## config.mk

```make
export PLATFORM = sky130hd
export DESIGN_NAME = amicable_pair_tester_top
export DESIGN_NICKNAME = d
export VERILOG_FILES = /design/src/apt_pkg.sv /design/src/apt_ctrl.sv /design/src/apt_datapath.sv /design/src/amicable_pair_tester_top.sv
export SDC_FILE = /design/constraint.sdc
export NUM_CORES = 1
export LEC_CHECK = 0
export BUFFER_PORTS_ARGS = -buffer_cell sky130_fd_sc_hd__clkbuf_2
export CORE_AREA = 8 8 154 156
export CTS_CLUSTER_DIAMETER = 80
export CTS_CLUSTER_SIZE = 10
export DETAILED_ROUTE_END_ITERATION = 7
export DIE_AREA = 0 0 162 164
export GPL_TIMING_DRIVEN = 1
export PLACE_DENSITY = 0.73
export SLEW_MARGIN = 10
export SYNTH_ARGS = -nofsm -noshare
export SYNTH_HDL_FRONTEND = slang
export SYNTH_SLANG_ARGS = --single-unit
```

## constraint.sdc

```tcl
create_clock -name clk -period 5.4 [get_ports clk]
set_input_delay 1.08 -clock clk [delete_from_list [all_inputs] [get_ports clk]]
set_output_delay 1.08 -clock clk [all_outputs]
set_load 0.1 [all_outputs]
```

## src/apt_pkg.sv

```systemverilog
// ----------------------------------------------------------------------------
// apt_pkg
// Shared types and constants for the amicable pair tester.
// ----------------------------------------------------------------------------
package apt_pkg;

	// Fixed widths of the item fields.
	localparam int IN_BITS  = 16;
	localparam int SUM_BITS_OUT = 20;

	// Headroom of a divisor sum above the width of the number itself.
	localparam int SUM_EXTRA = 4;

	// One input item: the pair under test.
	typedef struct packed {
		logic [IN_BITS-1:0] first_number;
		logic [IN_BITS-1:0] second_number;
	} in_item_t;

	// One result item: flag and both divisor sums.
	typedef struct packed {
		logic                    is_amicable;
		logic [SUM_BITS_OUT-1:0] first_divisor_sum;
		logic [SUM_BITS_OUT-1:0] second_divisor_sum;
	} out_item_t;

	// Commands from the controller to the datapath.
	typedef struct packed {
		logic load;      // capture a new pair and start on the first number
		logic next_num;  // switch to the second number
		logic div_step;  // one restoring division step
		logic acc;       // add the trial divisor if it divides, advance it
		logic publish;   // move the sums and flag into the output register
	} apt_cmd_t;

	// Status from the datapath to the controller.
	typedef struct packed {
		logic trial_below; // trial divisor is still below the current number
		logic div_last;    // the division step in progress is the last one
		logic second_sel;  // working on the second number
		logic out_free;    // output register can take a result this cycle
	} apt_status_t;

endpackage

```

## src/apt_ctrl.sv

```systemverilog
// ----------------------------------------------------------------------------
// apt_ctrl
// Controller state machine: sequences the trial divisions for both numbers.
// ----------------------------------------------------------------------------
module apt_ctrl import apt_pkg::*; (
	input  logic        clk,
	input  logic        arst_n,
	input  logic        in_valid,
	output logic        in_ready,
	input  apt_status_t status,
	output apt_cmd_t    cmd
);

	localparam logic [2:0] ST_IDLE  = 3'd0;
	localparam logic [2:0] ST_CHECK = 3'd1;
	localparam logic [2:0] ST_DIV   = 3'd2;
	localparam logic [2:0] ST_ACC   = 3'd3;
	localparam logic [2:0] ST_DONE  = 3'd4;

	logic [2:0] state_q;
	logic [2:0] state_d;

	// Next state and command decode.
	always_comb begin
		state_d  = state_q;
		cmd      = '0;
		in_ready = 1'b0;
		unique case (state_q)
			ST_IDLE: begin
				in_ready = 1'b1;
				if (in_valid) begin
					cmd.load = 1'b1;
					state_d  = ST_CHECK;
				end
			end
			ST_CHECK: begin
				priority if (status.trial_below) begin
					state_d = ST_DIV;
				end else if (!status.second_sel) begin
					cmd.next_num = 1'b1;
				end else begin
					state_d = ST_DONE;
				end
			end
			ST_DIV: begin
				cmd.div_step = 1'b1;
				if (status.div_last) begin
					state_d = ST_ACC;
				end
			end
			ST_ACC: begin
				cmd.acc = 1'b1;
				state_d = ST_CHECK;
			end
			ST_DONE: begin
				if (status.out_free) begin
					cmd.publish = 1'b1;
					state_d     = ST_IDLE;
				end
			end
			default: begin
				state_d = ST_IDLE;
			end
		endcase
	end

	// State register.
	always_ff @(posedge clk or negedge arst_n) begin
		if (!arst_n) begin
			state_q <= ST_IDLE;
		end else begin
			state_q <= state_d;
		end
	end

endmodule

```

## src/apt_datapath.sv

```systemverilog
// ----------------------------------------------------------------------------
// apt_datapath
// Operand registers, serial remainder unit, sum accumulators, output register.
// ----------------------------------------------------------------------------
module apt_datapath import apt_pkg::*; #(
	parameter int VALUE_BITS = 16
) (
	input  logic        clk,
	input  logic        arst_n,
	input  in_item_t    in_item,
	input  apt_cmd_t    cmd,
	output apt_status_t status,
	output logic        out_valid,
	input  logic        out_ready,
	output out_item_t   out_item
);

	localparam int SUM_BITS = VALUE_BITS + SUM_EXTRA;
	localparam int IDX_BITS = $clog2(VALUE_BITS);
	localparam logic [IDX_BITS-1:0] IDX_TOP = IDX_BITS'(VALUE_BITS - 1);

	logic [VALUE_BITS-1:0] num_a_q;
	logic [VALUE_BITS-1:0] num_b_q;
	logic                  sel_q;
	logic [VALUE_BITS-1:0] trial_q;
	logic [VALUE_BITS-1:0] rem_q;
	logic [IDX_BITS-1:0]   idx_q;
	logic [SUM_BITS-1:0]   sum_a_q;
	logic [SUM_BITS-1:0]   sum_b_q;
	logic                  out_valid_q;
	out_item_t             out_q;

	logic [VALUE_BITS+IN_BITS-1:0] a_ext;
	logic [VALUE_BITS+IN_BITS-1:0] b_ext;
	logic [VALUE_BITS-1:0]         cur_num;
	logic [VALUE_BITS:0]           rem_shift;
	logic [VALUE_BITS:0]           rem_diff;
	logic [VALUE_BITS-1:0]         rem_next;
	logic [SUM_BITS-1:0]           trial_ext;
	logic [SUM_BITS+SUM_BITS_OUT-1:0] sum_a_wide;
	logic [SUM_BITS+SUM_BITS_OUT-1:0] sum_b_wide;
	logic                          hit;

	// Input numbers are taken modulo 2^VALUE_BITS.
	assign a_ext = {{VALUE_BITS{1'b0}}, in_item.first_number};
	assign b_ext = {{VALUE_BITS{1'b0}}, in_item.second_number};

	// Number currently being divided.
	assign cur_num = sel_q ? num_b_q : num_a_q;

	// One restoring division step: bring down the next dividend bit.
	assign rem_shift = {rem_q, cur_num[idx_q]};
	assign rem_diff  = rem_shift - {1'b0, trial_q};
	assign rem_next  = rem_diff[VALUE_BITS] ? rem_shift[VALUE_BITS-1:0]
	                                        : rem_diff[VALUE_BITS-1:0];

	assign trial_ext = {{SUM_EXTRA{1'b0}}, trial_q};

	// Status toward the controller.
	assign status.trial_below = (trial_q < cur_num);
	assign status.div_last    = (idx_q == '0);
	assign status.second_sel  = sel_q;
	assign status.out_free    = !out_valid_q || out_ready;

	// Work registers.
	always_ff @(posedge clk or negedge arst_n) begin
		if (!arst_n) begin
			num_a_q <= '0;
			num_b_q <= '0;
			sel_q   <= 1'b0;
			trial_q <= VALUE_BITS'(1);
			rem_q   <= '0;
			idx_q   <= IDX_TOP;
			sum_a_q <= '0;
			sum_b_q <= '0;
		end else if (cmd.load) begin
			num_a_q <= a_ext[VALUE_BITS-1:0];
			num_b_q <= b_ext[VALUE_BITS-1:0];
			sel_q   <= 1'b0;
			trial_q <= VALUE_BITS'(1);
			rem_q   <= '0;
			idx_q   <= IDX_TOP;
			sum_a_q <= '0;
			sum_b_q <= '0;
		end else if (cmd.next_num) begin
			sel_q   <= 1'b1;
			trial_q <= VALUE_BITS'(1);
			rem_q   <= '0;
			idx_q   <= IDX_TOP;
		end else if (cmd.div_step) begin
			rem_q <= rem_next;
			idx_q <= idx_q - IDX_BITS'(1);
		end else if (cmd.acc) begin
			if (rem_q == '0) begin
				if (sel_q) begin
					sum_b_q <= sum_b_q + trial_ext;
				end else begin
					sum_a_q <= sum_a_q + trial_ext;
				end
			end
			trial_q <= trial_q + VALUE_BITS'(1);
			rem_q   <= '0;
			idx_q   <= IDX_TOP;
		end
	end

	// Flag: each sum equals the other number and the numbers differ.
	assign hit = (sum_a_q == {{SUM_EXTRA{1'b0}}, num_b_q})
	          && (sum_b_q == {{SUM_EXTRA{1'b0}}, num_a_q})
	          && (num_a_q != num_b_q);

	assign sum_a_wide = {{SUM_BITS_OUT{1'b0}}, sum_a_q};
	assign sum_b_wide = {{SUM_BITS_OUT{1'b0}}, sum_b_q};

	// Output register payload.
	always_ff @(posedge clk) begin
		if (cmd.publish) begin
			out_q.is_amicable        <= hit;
			out_q.first_divisor_sum  <= sum_a_wide[SUM_BITS_OUT-1:0];
			out_q.second_divisor_sum <= sum_b_wide[SUM_BITS_OUT-1:0];
		end
	end

	// Output register valid flag.
	always_ff @(posedge clk or negedge arst_n) begin
		if (!arst_n) begin
			out_valid_q <= 1'b0;
		end else if (cmd.publish) begin
			out_valid_q <= 1'b1;
		end else if (out_ready) begin
			out_valid_q <= 1'b0;
		end
	end

	assign out_valid = out_valid_q;
	assign out_item  = out_q;

endmodule

```

## src/amicable_pair_tester_top.sv

```systemverilog
// Each trial divisor costs a check, VALUE_BITS serial remainder steps and an add;
// a number n above one takes n-1 trials.
// A new pair is taken only once the previous result has been published; a finished
// item waits in the output register, stalling the next one.
// Reset (arst_n low) returns the controller to idle and empties the output.
// ----------------------------------------------------------------------------
// amicable_pair_tester_top
// Computes the proper divisor sums of a pair of numbers and flags amicable
// pairs, using a controller and a serial-division datapath.
// ----------------------------------------------------------------------------
module amicable_pair_tester_top import apt_pkg::*; #(
	parameter int VALUE_BITS = 16
) (
	input  logic      clk,
	input  logic      arst_n,
	input  logic      in_valid,
	output logic      in_ready,
	input  in_item_t  in_item,
	output logic      out_valid,
	input  logic      out_ready,
	output out_item_t out_item
);

	apt_cmd_t    cmd;
	apt_status_t status;

	// Sequencer.
	apt_ctrl u_ctrl (
		.clk      (clk),
		.arst_n   (arst_n),
		.in_valid (in_valid),
		.in_ready (in_ready),
		.status   (status),
		.cmd      (cmd)
	);

	// Arithmetic and result storage.
	apt_datapath #(
		.VALUE_BITS (VALUE_BITS)
	) u_datapath (
		.clk       (clk),
		.arst_n    (arst_n),
		.in_item   (in_item),
		.cmd       (cmd),
		.status    (status),
		.out_valid (out_valid),
		.out_ready (out_ready),
		.out_item  (out_item)
	);

endmodule

```

# Yosys cells after proc, flatten, opt, wreduce, memory -nomap -nowiden
# Index checks and enable logic that the tools add are counted.
[op_classes] shift=0 n_lt_le_gt_ge=2 multipliers=0 n_div=0 n_addsub=5 n_eq_ne=15 n_bitwise=0 reduce_logical=18 n_mux=48
[ops] operator="$mux 20" count=12
[ops] operator="$mux 16" count=10
[ops] operator="$add 20x16->20" count=2
[ops] operator="$eq 20x16->1" count=2
[ops] operator="$sub 17x16->17" count=1
[ops] operator="$add 16x1->16 const B" count=1
[ops] operator="$logic_not 16->1" count=1
[ops] operator="$lt 16x16->1" count=1
[ops] operator="$mux 4" count=4
[ops] operator="$ne 16x16->1" count=1
[ops] operator="$mux 1" count=15
[ops] operator="$mux 3" count=5
[ops] operator="$pmux 3 s5" count=1
[ops] operator="$reduce_and 5->1" count=2
[ops] operator="$reduce_bool 2->1" count=5
[ops] operator="$ne 2x2->1 const B" count=4
[ops] operator="$eq 3x2->1 const B" count=2
[ops] operator="$lt 4x5->1 const B" count=1
[ops] operator="$bmux 1 s4" count=1
[ops] operator="$logic_not 4->1" count=1
[ops] operator="$ne 2x1->1 const B" count=2
[ops] operator="$reduce_and 4->1" count=1
[ops] operator="$reduce_bool 4->1" count=1
[ops] operator="$sub 4x1->4 const B" count=1
[ops] operator="other kinds (10)" count=11
[word_totals] romBits=0 out_inout_bits=43 ramBits=0 register_bits=154 word_cells=101 in_bits=36 memories=0 latch_bits=0

# Longest topological paths before layout
# Gate-level depths: netlist (run 1).
[depth] depth_word=8 depth_mapped=15 depth_no_buf=12

# By module
# Synthesis (run 1) repeated with hierarchy kept, for this count alone.
[unflattened] cells_unflattened=935 area_unflattened_um2=9557.9
[modules_own_cells] module="apt_datapath" n_inst=1 area_per_inst_um2=9344.0 seq_area_each_um2=3990.1 cells_each=912
[modules_own_cells] module="apt_ctrl" n_inst=1 area_per_inst_um2=214.0 seq_area_each_um2=75.1 cells_each=23

# Worst setup path after synthesis (run 1)
# No wires, ideal clock.
[synth_timing] path_kind="reg-to-reg" start="register u_datapath.sel_q" end="register u_datapath.rem_q[14]" t_required_ps=5268 stages_incl_launch_ff=16 setup_ps=132 synth_period_minus_slack_ps=4001 setup_slack_ps=1399 n_path_buf=3 t_arrival_ps=3869 cell_sequence="dfrtp_1 -> buf_6 -> buf_2 -> mux4_2 -> mux4_2 -> mux2i_1 -> ha_1 -> fa_1 -> and2b_1 -> o31ai_2 -> a211o_4 -> nand2_1 -> a311oi_4 -> buf_8 -> mux2i_1 -> o2bb2ai_2"
[synth_via] elab_chain_cells=8 word_cells_on_any_way=13 classes_between="add/sub: 1; order compare: 1; mux: 10; reduce/logical: 1"
[synth_rtl] element="start: declaration" line="apt_datapath.sv:24" source="logic sel_q;"
[synth_rtl] element="start signal: assignment" line="apt_datapath.sv:70" source="sel_q <= 1'b0;"
[synth_rtl] element="start signal: assignment" line="apt_datapath.sv:79" source="sel_q <= 1'b0;"
[synth_rtl] element="start signal: assignment" line="apt_datapath.sv:86" source="sel_q <= 1'b1;"
[synth_rtl] element="$mux 16" line="apt_datapath.sv:49" source="assign cur_num = sel_q ? num_b_q : num_a_q;"
[synth_rtl] element="$bmux 1 s4" line="apt_datapath.sv:52" source="assign rem_shift = {rem_q, cur_num[idx_q]};"
[synth_rtl] element="$mux 1 (not written as such)" line="apt_datapath.sv:52"
[synth_rtl] element="$sub 17x16->17" line="apt_datapath.sv:53" source="assign rem_diff = rem_shift - {1'b0, trial_q};"
[synth_rtl] element="$mux 16" line="apt_datapath.sv:54" source="assign rem_next = rem_diff[VALUE_BITS] ? rem_shift[VALUE_BITS-1:0]"
[synth_rtl] element="$mux 16" line="apt_datapath.sv:90" source="end else if (cmd.div_step) begin"
[synth_rtl] element="$mux 16" line="apt_datapath.sv:85" source="end else if (cmd.next_num) begin"
[synth_rtl] element="$mux 16" line="apt_datapath.sv:76" source="end else if (cmd.load) begin"
[synth_rtl] element="end signal: assignment" line="apt_datapath.sv:91" source="rem_q <= rem_next;"
[synth_rtl] element="end: declaration" line="apt_datapath.sv:26" source="logic [VALUE_BITS-1:0] rem_q;"
# Several ways; a longest one is shown, not always the timed one. The select of a mux whose other input is x is not followed.
# A chain may end at the register's enable or synchronous reset.

# Worst setup path in the final report (run 1)
[layout_timing] start="register u_datapath.sel_q" end="register u_datapath.rem_q[15]"
# Same word-level chain as after synthesis.

==> results.txt, run 1 <==
Status -> finished, final reports clean
Post-synthesis sequential area ratio -> 41.3%
RR Endpoint -> u_datapath.rem_q[15]$_DFFE_PN0P_
Layout cells sized above 1 -> 15.8%
PwrDens -> 471 nW/um2
P&R area growth vs syn -> 13.0%
Critical path endpoint category -> register
Crit path required time -> 5.72 ns
Clock sinks -> 154
Total CTS buffers -> 17
Post-DP HPWL -> 19.6 mm
Dominant synthesized flop cell -> dfrtp_1
Post-Syn Nets -> 1104
Clock Tree Buf Depth -> 2
Initial DRC count -> 537
Port Buf Inserts -> 78
Design Power -> 5.24 mW
Hold Path Class -> register to register
CP Max Fanout -> 18
Distinct cell type count after synthesis -> 78
CTS tree -> done
CP Class -> register to register
DRT Wirelength -> 26.6 mm
N_diodes -> 0
Vias in the first global route -> 7775
Fillers -> 1934
Initial antenna violation count -> 0
Worst Reg-to-Reg Cells -> 13
Die area -> 26600 um2
Grt ovf -> 0
Final setup TNS -> 0 ns
FMAX -> 220 MHz
Router iterations before antenna repair -> 5
Die Y -> 164 um
First-pass GRT wire length -> 42.6 mm
Final worst-path cycle share -> 84.0%
Min cycle time layout -> 4.54 ns
Startpoint types -> register
Setup Viol. Count Final -> 0
GP Congestion -> 0.932
Worst slew pin tran -> 1.19 ns
Post-Syn Area -> 9840 um2
Clock root buffer -> clkbuf_16
RR Startpoint -> u_datapath.sel_q$_DFFE_PN0P_
Post-synth EDFFs -> 41
RSZ-0062 raised after global routing -> no
Clk slew on worst S/H paths -> 0.07 ns
Top-level I/O count -> 79
Die width -> 162 um
Skew-Pair Late Insertion Delay -> 0.43 ns
# rows -> 54
WP data arrival -> 4.86 ns
Largest cells by area after synthesis -> dfrtp_1 (27%), edfxtp_1 (13%), ha_1 (8.3%), nand2_1 (5.9%), xor2_1 (4.1%)
Layout Nets -> 1179
Max-slew headroom -> 20.8%
Synth warn -> 0
Number of setup buffers added after CTS -> 0
FF-to-FF setup slack -> 0.86 ns
Asr flop ratio synth -> 73.4%
DR WL/cell -> 19.4 um
P_leak -> 5.04 nW
Syn avg cell area -> 9.84 um2
Post-synth top area share -> 27.5%
Post-CTS Resized -> 0
Htree depth -> 4
Gr usage total -> 20.4%
Largest net degree at the start of global routing -> 77
Post-DRT Antenna Nets -> 0
Core area -> 21400 um2
Clock skew -> 0.00902 ns
DRC -> 0
VDD IR max -> 0.464 mV
CP Launch Point -> u_datapath.sel_q$_DFFE_PN0P_
Starting Density -> 46.1%
Via Count -> 8049
CP endpoint -> u_datapath.rem_q[15]$_DFFE_PN0P_
Slew Limit Fails -> 0
Most area-hungry cell type in the Yosys netlist -> dfrtp_1
Cts hold-fix bufs -> 0
Synth Instances -> 1000
Non-Filler Instances -> 1368
Final hold vios -> 0
Yosys reg bits -> 154
MaxCap Viol Count -> 0
Final core utilization -> 52.1%
Cell count after placement -> 1336
Vias/cell -> 5.88
[cells in the final DEF (no fill, tap or decap), types with 8 or more instances in the layout]
master	n
nor2_1	44
o21ai_0	45
dfrtp_1	108
edfxtp_1	41
nand4_1	19
clkbuf_2	77
mux4_2	10
xor2_1	46
nand3_1	40
nand2_1	155
mux2i_1	34
nor4_1	20
a21o_1	14
a21oi_1	61
ha_1	65
nor3_1	23
buf_4	10
clkbuf_16	17
or3_1	10
inv_1	36
o2bb2ai_1	8
nand2b_1	9
nor2_4	11
xnor2_1	45
[cells by family (layout without fill, tap and decap cells)]
logic type	count (synthesis)	count (layout)	synth area share, %
DFF	154	154	41.3
and+or+nand+nor	380	380	19.3
muxes	44	44	5.75
xor gates and xnor gates	91	91	8.10
AOI/OAI and AO/OA	196	196	13.7
adders and majority gates	68	68	8.87
buffers and inverters	67	155	3.05
[registers in the layout, indices dropped and copies added (netlist names)]
register	cells
u_datapath.trial_q	16
u_datapath.out_item	41
u_datapath.num_a_q	16
u_datapath.sum_a_q	20
u_datapath.num_b_q	16
u_datapath.sum_b_q	20
u_datapath.out_valid	1
u_datapath.rem_q	16
u_datapath.idx_q	4
u_ctrl.state_q	3
u_datapath.sel_q	1
[how the worst min path moves through the flow]
stage | start | end | slack (ns) | cells past startpoint
floorplan | u_datapath.sum_b_q[19]$_DFFE_PN0P_ | u_datapath.out_item[19]$_DFFE_PP_ | 0.46 | 0
global placement | u_datapath.sum_b_q[19]$_DFFE_PN0P_ | u_datapath.out_item[19]$_DFFE_PP_ | 0.48 | 0
detailed placement | u_datapath.sum_b_q[19]$_DFFE_PN0P_ | u_datapath.out_item[19]$_DFFE_PP_ | 0.48 | 0
CTS | u_datapath.sum_a_q[19]$_DFFE_PN0P_ | u_datapath.out_item[39]$_DFFE_PP_ | 0.51 | 0
global route | u_datapath.sum_a_q[19]$_DFFE_PN0P_ | u_datapath.out_item[39]$_DFFE_PP_ | 0.52 | 0
finish | u_datapath.sum_b_q[19]$_DFFE_PN0P_ | u_datapath.out_item[19]$_DFFE_PP_ | 0.50 | 0
[routing by layer]
metal / track usage (%) / vias to the layer above / routed length, um
met2: 32.1 / 287 / 12200
met4: 7.83 / 0 / 873
met3: 5.09 / 58 / 1910
met5: 0 / - / 0
li1: - / 3790 / -
met1: 26.6 / 3914 / 11600
[synth_stat cells, drive strengths merged (17+ instances only)]
master,instances
a21oi,61
clkbuf,17
dfrtp,108
edfxtp,41
ha,65
inv,36
mux2i,34
nand2,156
nand3,40
nand4,19
nor2,56
nor3,24
nor4,21
o21ai,45
xnor2,45
xor2,46
[cell type report]
| type | count | area, um2 | share of cell area (%) |
|---|---|---|---|
| Tap cell | 280 | 350 | 3.15 |
| Multi-Input combinational cell | 779 | 5490 | 49.3 |
| Inverter | 36 | 135 | 1.21 |
| Sequential cell | 154 | 4070 | 36.5 |
| Timing Repair Buffer | 87 | 460 | 4.14 |
| Clock buffer | 17 | 425 | 3.82 |
| Clock inverter | 15 | 198 | 1.78 |
[critical path: stages (launching register included)]
cell and delay (ns):
dfrtp_1 0.95, mux4_2 0.61, mux4_2 0.48, mux2i_1 0.25
ha_1 0.25, fa_1 0.21, and2b_1 0.22, o31ai_2 0.27
a211o_4 0.21, nand2_1 0.08, a311oi_4 0.27, buf_4 0.26
nor2_1 0.07, a221o_2 0.29
[report_power, final]
part / internal [mW] / leakage, nW / switching [mW]
clock: 0.673 / 0.305 / 0.566
sequential: 1.40 / 1.88 / 0.432
combinational: 0.979 / 2.86 / 1.20
total: 3.05 / 5.04 / 2.19
[stage by stage]
stage                     worst slack [ns]  hold WS, ns  cell area [um2]
after floorplan                       1.40        0.457             9840
after global placement               0.934        0.481            10500
after detailed placement             0.938        0.485            10500
after CTS                            0.844        0.507            11100
after global routing                 0.541        0.523            11100
final                                0.862        0.504            11100
(Power assumes the default switching activity.)
==> run 2: changes to the inputs <==
- clock period: 5.4 -> 4.5 ns (I/O delays scaled with it)
==> run 2 against run 1 <==
Sequential share of layout area is 0.20 points lower. Critical endpoint unchanged. Register-to-register slack worse by 0.50 ns. First-iteration DRC count is 18% higher.
==> results.txt, run 2 (same netlist as run 1, synthesis figures left out) <==
Status -> finished, final reports clean
Clock Tree Buf Depth -> 2 (unchanged)
Cts hold-fix bufs -> 0 (unchanged)
# rows -> 54 (unchanged)
PwrDens -> 565 nW/um2 (+20%)
Vias in the first global route -> 7761 (-0.18%)
Layout Nets -> 1187 (+0.68%)
P&R area growth vs syn -> 13.6%
VDD IR max -> 0.598 mV (+29%)
Top-level I/O count -> 79 (unchanged)
CTS tree -> done
Largest register FFs -> 41 (unchanged)
Initial antenna violation count -> 0 (unchanged)
WP buf/inv -> 2 (+1)
Grt ovf -> 0 (unchanged)
DRC -> 0 (unchanged)
Router iterations before antenna repair -> 5 (unchanged)
CP Max Fanout -> 23 (+5)
Largest net degree at the start of global routing -> 60 (-22%)
FMAX -> 242 MHz (+9.8%)
Skew-Pair Late Insertion Delay -> 0.44 ns (about the same)
Commonest non-fill, non-tap cell in the layout -> nand2_1
Min cycle time layout -> 4.13 ns (-0.404 ns)
Final setup TNS -> 0 ns (unchanged)
Die Y -> 164 um (unchanged)
Worst slew pin tran -> 0.944 ns (-0.244 ns)
Port Buf Inserts -> 78 (unchanged)
Clock sinks -> 154 (unchanged)
WP data arrival -> 4.46 ns (-0.40 ns)
Clock skew -> 0.0132 ns (+0.00423 ns)
Number of setup buffers added after CTS -> 0 (unchanged)
Post-DP HPWL -> 21.0 mm (+7.2%)
Final hold vios -> 0 (unchanged)
Clk slew on worst S/H paths -> 0.07 ns (about the same)
Starting Density -> 46.1% (unchanged)
Clock root buffer -> clkbuf_16
Cell family with most CP delay -> multiplexers
GP Congestion -> 1.01 (+8.2%)
Design Power -> 6.32 mW (+21%)
P_leak -> 5.08 nW (+0.73%)
Worst path cell trace -> buf_12 > mux4_2 > mux4_2 > mux2i_1 > ha_1 > fa_1 > and2b_1 > o31ai_2 > a211o_4 > nand2_1 > a311oi_4 > buf_4 > nor2_1 > a221o_2
FF-to-FF setup slack -> 0.37 ns (-0.50 ns)
CP dominant cell by count -> mux4_2
CP max stage delay -> 0.53 ns (-0.42 ns)
Gr usage total -> 21.2% (+0.80 points)
Setup Viol. Count Final -> 0 (unchanged)
Initial DRC count -> 633 (+18%)
Post-DRT Antenna Nets -> 0 (unchanged)
CP Class -> register to register
N_diodes -> 0 (unchanged)
Critical path endpoint category -> register
Total CTS buffers -> 17 (unchanged)
Slew Limit Fails -> 0 (unchanged)
Htree depth -> 4 (unchanged)
MaxCap Viol Count -> 0 (unchanged)
DRT Wirelength -> 27.5 mm (+3.6%)
Die width -> 162 um (unchanged)
Core area -> 21400 um2 (unchanged)
Post-CTS Resized -> 0 (unchanged)
Critical path's slowest cell -> mux4_2
First-pass GRT wire length -> 44.0 mm (+3.2%)
Most frequent cells in the layout -> nand2_1 (155), dfrtp_1 (108), clkbuf_2 (77), ha_1 (65), a21oi_1 (61)
Die area -> 26600 um2 (unchanged)
Startpoint types -> register
Max-slew headroom -> 36.9% (+16 points)
Crit path required time -> 4.82 ns (-0.90 ns)
Vias/cell -> 5.79 (-1.7%)
Final worst-path cycle share -> 91.9% (+7.8 points)
Hold Path Class -> register to register
Layout cells sized above 1 -> 16.3% (+0.52 points)
Via Count -> 7962 (-1.1%)
DR WL/cell -> 20.0 um (+3.0%)
RSZ-0062 raised after global routing -> no
run 2: per-stage QoR:
stage	cells	utilization (%)	cell area [um2]	worst slack, ns	hold slack, ns
after floorplan	1000	-	9840	0.499	0.457
after global placement	1343	49.5	10600	0.419	0.481
after detailed placement	1343	49.5	10600	0.380	0.499
after CTS	1375	52.3	11200	0.356	0.515
after global routing	1376	52.4	11200	0.222	0.527
final	1376	52.4	11200	0.365	0.517
run 2: power by group:
part / switching, mW / total (mW) / internal, mW / leakage (nW)
Combinational: 1.56 / 2.76 / 1.20 / 2.91
Sequential: 0.416 / 2.10 / 1.68 / 1.88
Clock: 0.661 / 1.47 / 0.806 / 0.294
run 2: layer usage:
layer	track usage [%]	routed length, um
met5	0	0
met4	6.94	533
met3	4.39	1880
met2	33.5	12700
met1	28.5	12400
run 2: worst paths after layout:
check,cells past startpoint,to,start
setup / recovery,14,u_datapath.rem_q[15]$_DFFE_PN0P_,u_datapath.sel_q$_DFFE_PN0P_
hold / removal,0,u_datapath.out_item[19]$_DFFE_PP_,u_datapath.sum_b_q[19]$_DFFE_PN0P_
setup reg to reg,14,u_datapath.rem_q[15]$_DFFE_PN0P_,u_datapath.sel_q$_DFFE_PN0P_
hold reg to reg,0,u_datapath.out_item[19]$_DFFE_PP_,u_datapath.sum_b_q[19]$_DFFE_PN0P_
max in group asynchronous,2,u_datapath.sum_a_q[11]$_DFFE_PN0P_,arst_n
min in group asynchronous,1,u_datapath.num_b_q[5]$_DFFE_PN0P_,arst_n
run 2: cell type report:
| cell class | instances | area, um2 |
|---|---|---|
| sequential | 154 | 4070 |
| tap | 280 | 350 |
| clock buffer | 19 | 443 |
| fill | 1933 | 10200 |
| timing repair buffer | 95 | 553 |
| inverter | 36 | 135 |
| multi-input combinational | 779 | 5490 |
| clock inverter | 13 | 150 |
==> run 3: changes to the inputs <==
- CORE_AREA: 8 8 154 156 -> 8 8 147 163
- DIE_AREA: 0 0 162 164 -> 0 0 155 171
- PLACE_DENSITY: 0.73 -> 0.74
==> run 3 against run 2 <==
Register-to-register slack worse by 0.10 ns. Sequential share of layout area about the same. Largest cell class unchanged. Maximum frequency down 2.4%. Final area about the same.
==> results.txt, run 3 (same netlist as run 1, synthesis figures left out) <==
N_diodes -> 0 (unchanged)
Core area -> 21100 um2 (-1.2%)
Die width -> 155 um (-4.3%)
Clock skew -> 0.00722 ns (-0.00602 ns)
Most frequent cells in the layout -> nand2_1 (155), dfrtp_1 (108), clkbuf_2 (77), ha_1 (65), a21oi_1 (61)
Final setup TNS -> 0 ns (unchanged)
Crit path required time -> 4.80 ns (-0.02 ns)
Final Worst Setup Slack -> 0.264 ns (-0.101 ns)
Switching part of the total -> 39.5% (-2.2 points)
Clk slew on worst S/H paths -> 0.06 ns (about the same)
Initial DRC count -> 612 (-3.3%)
Final core utilization -> 53.0% (+0.65 points)
Vias in the first global route -> 7467 (-3.8%)
Clock sinks -> 154 (unchanged)
Clock network power share -> 24.4% (+1.2 points)
GP Congestion -> 0.941 (-6.7%)
Combinational power share -> 42.7% (-1.0 points)
Layout Nets -> 1181 (-0.51%)
P_int -> 3.86 mW (+4.6%)
Status -> finished, final reports clean
P&R area growth vs syn -> 13.7% (about the same)
Layout cells sized above 1 -> 15.7% (-0.64 points)
Port Buf Inserts -> 78 (unchanged)
Max-slew headroom -> 20.1% (-17 points)
First-pass GRT wire length -> 41.0 mm (-6.7%)
Clock root buffer -> clkbuf_16
Worst slew pin tran -> 1.20 ns (+0.252 ns)
Router iterations before antenna repair -> 5 (unchanged)
WP data arrival -> 4.53 ns (+0.07 ns)
Hold slack final -> 0.503 ns (-0.0144 ns)
CTS tree -> done
CP Class -> register to register
Startpoint types -> register
Via Count -> 7961 (-0.013%)
DRC -> 0 (unchanged)
Largest net degree at the start of global routing -> 65 (+8.3%)
Post-DRT Antenna Nets -> 0 (unchanged)
Slew Limit Fails -> 0 (unchanged)
Skew-Pair Late Insertion Delay -> 0.43 ns (about the same)
Pre-CTS setup slack -> 0.319 ns (-0.0612 ns)
Vias/cell -> 5.77 (-0.30%)
Top-level I/O count -> 79 (unchanged)
Sw power -> 2.52 mW (-4.5%)
Total CTS buffers -> 17 (unchanged)
Cts hold-fix bufs -> 0 (unchanged)
Design Power -> 6.37 mW (+0.81%)
Gr usage total -> 20.0% (-1.2 points)
Setup Viol. Count Final -> 0 (unchanged)
Reg power frac -> 32.9% (-0.2 points)
Htree depth -> 4 (unchanged)
Min cycle time layout -> 4.24 ns (+0.101 ns)
Post-DP HPWL -> 20.1 mm (-4.0%)
Die Y -> 171 um (+4.3%)
Initial antenna violation count -> 0 (unchanged)
P_leak -> 5.06 nW (-0.42%)
FMAX -> 236 MHz (-2.4%)
VDD IR max -> 0.404 mV (-32%)
Hold Path Class -> input pin to asynchronous set/reset pin
Number of setup buffers added after CTS -> 0 (unchanged)
Commonest non-fill, non-tap cell in the layout -> nand2_1
Grt ovf -> 0 (unchanged)
Final hold vios -> 0 (unchanged)
Final worst-path cycle share -> 94.1% (+2.2 points)
CP Max Fanout -> 23 (unchanged)
Clock Tree Buf Depth -> 2 (unchanged)
RSZ-0062 raised after global routing -> no
Post-CTS Resized -> 0 (unchanged)
Largest register FFs -> 41 (unchanged)
MaxCap Viol Count -> 0 (unchanged)
Starting Density -> 46.7% (+0.57 points)
DR WL/cell -> 19.3 um (-3.7%)
# rows -> 56 (+3.7%)
Die area -> 26500 um2 (-0.24%)
PwrDens -> 570 nW/um2 (+0.80%)
DRT Wirelength -> 26.6 mm (-3.4%)
FF-to-FF setup slack -> 0.26 ns (-0.10 ns)
Critical path endpoint category -> register
[run 3: through the flow]
step | area (um2) | cells
floorplan | 9840 | 1000
global placement | 10600 | 1348
detailed placement | 10600 | 1348
CTS | 11200 | 1380
global route | 11200 | 1380
finish | 11200 | 1380
[run 3: power groups by stage]
stage / clock, mW / sequential, mW / combinational (mW)
4_1_cts: 1.58 / 2.08 / 2.71
3_5_place_dp: 0 / 2.11 / 2.69
5_1_grt: 1.64 / 2.12 / 2.99
2_1_floorplan: 0 / 1.96 / 2.18
6_report: 1.56 / 2.10 / 2.72
3_3_place_gp: 0 / 2.08 / 2.65
[run 3: critical path, cell delays in order, from the launching register on]
cell,delay [ns]
dfrtp_1,0.41
buf_12,0.21
mux4_2,0.53
mux4_2,0.51
mux2i_1,0.29
ha_1,0.26
fa_1,0.22
and2b_1,0.22
o31ai_2,0.29
a211o_4,0.21
nand2_1,0.08
a311oi_4,0.29
buf_4,0.24
mux2i_1,0.25
o2bb2ai_2,0.07
[run 3: routing by layer]
metal	part of all wire [%]	wire, um	vias to the layer above	track usage [%]
met5	0	0	-	0
met4	3.4	903	0	10.0
met3	5.4	1420	48	3.05
met2	49	13000	251	33.0
met1	42	11200	3891	25.1
li1	-	-	3771	-
[run 3: path summary, 6_finish.rpt]
check,start,end,cells past startpoint
worst max-delay path,u_datapath.sel_q$_DFFE_PN0P_,u_datapath.rem_q[12]$_DFFE_PN0P_,14
worst min-delay path,arst_n,u_datapath.sum_a_q[4]$_DFFE_PN0P_,1
worst max register to register,u_datapath.sel_q$_DFFE_PN0P_,u_datapath.rem_q[12]$_DFFE_PN0P_,14
worst min register to register,u_datapath.sum_b_q[19]$_DFFE_PN0P_,u_datapath.out_item[19]$_DFFE_PP_,0
max in group asynchronous,arst_n,u_datapath.idx_q[2]$_DFFE_PN1P_,2
min in group clk,u_datapath.sum_b_q[19]$_DFFE_PN0P_,u_datapath.out_item[19]$_DFFE_PP_,0
[run 3: area by class of cell]
cell class,instances,area [um2]
multi-input combinational,779,5490
timing repair buffer,89,500
tap,290,363
clock inverter,12,198
inverter,36,135
fill,1856,9900
sequential,154,4070
clock buffer,20,437
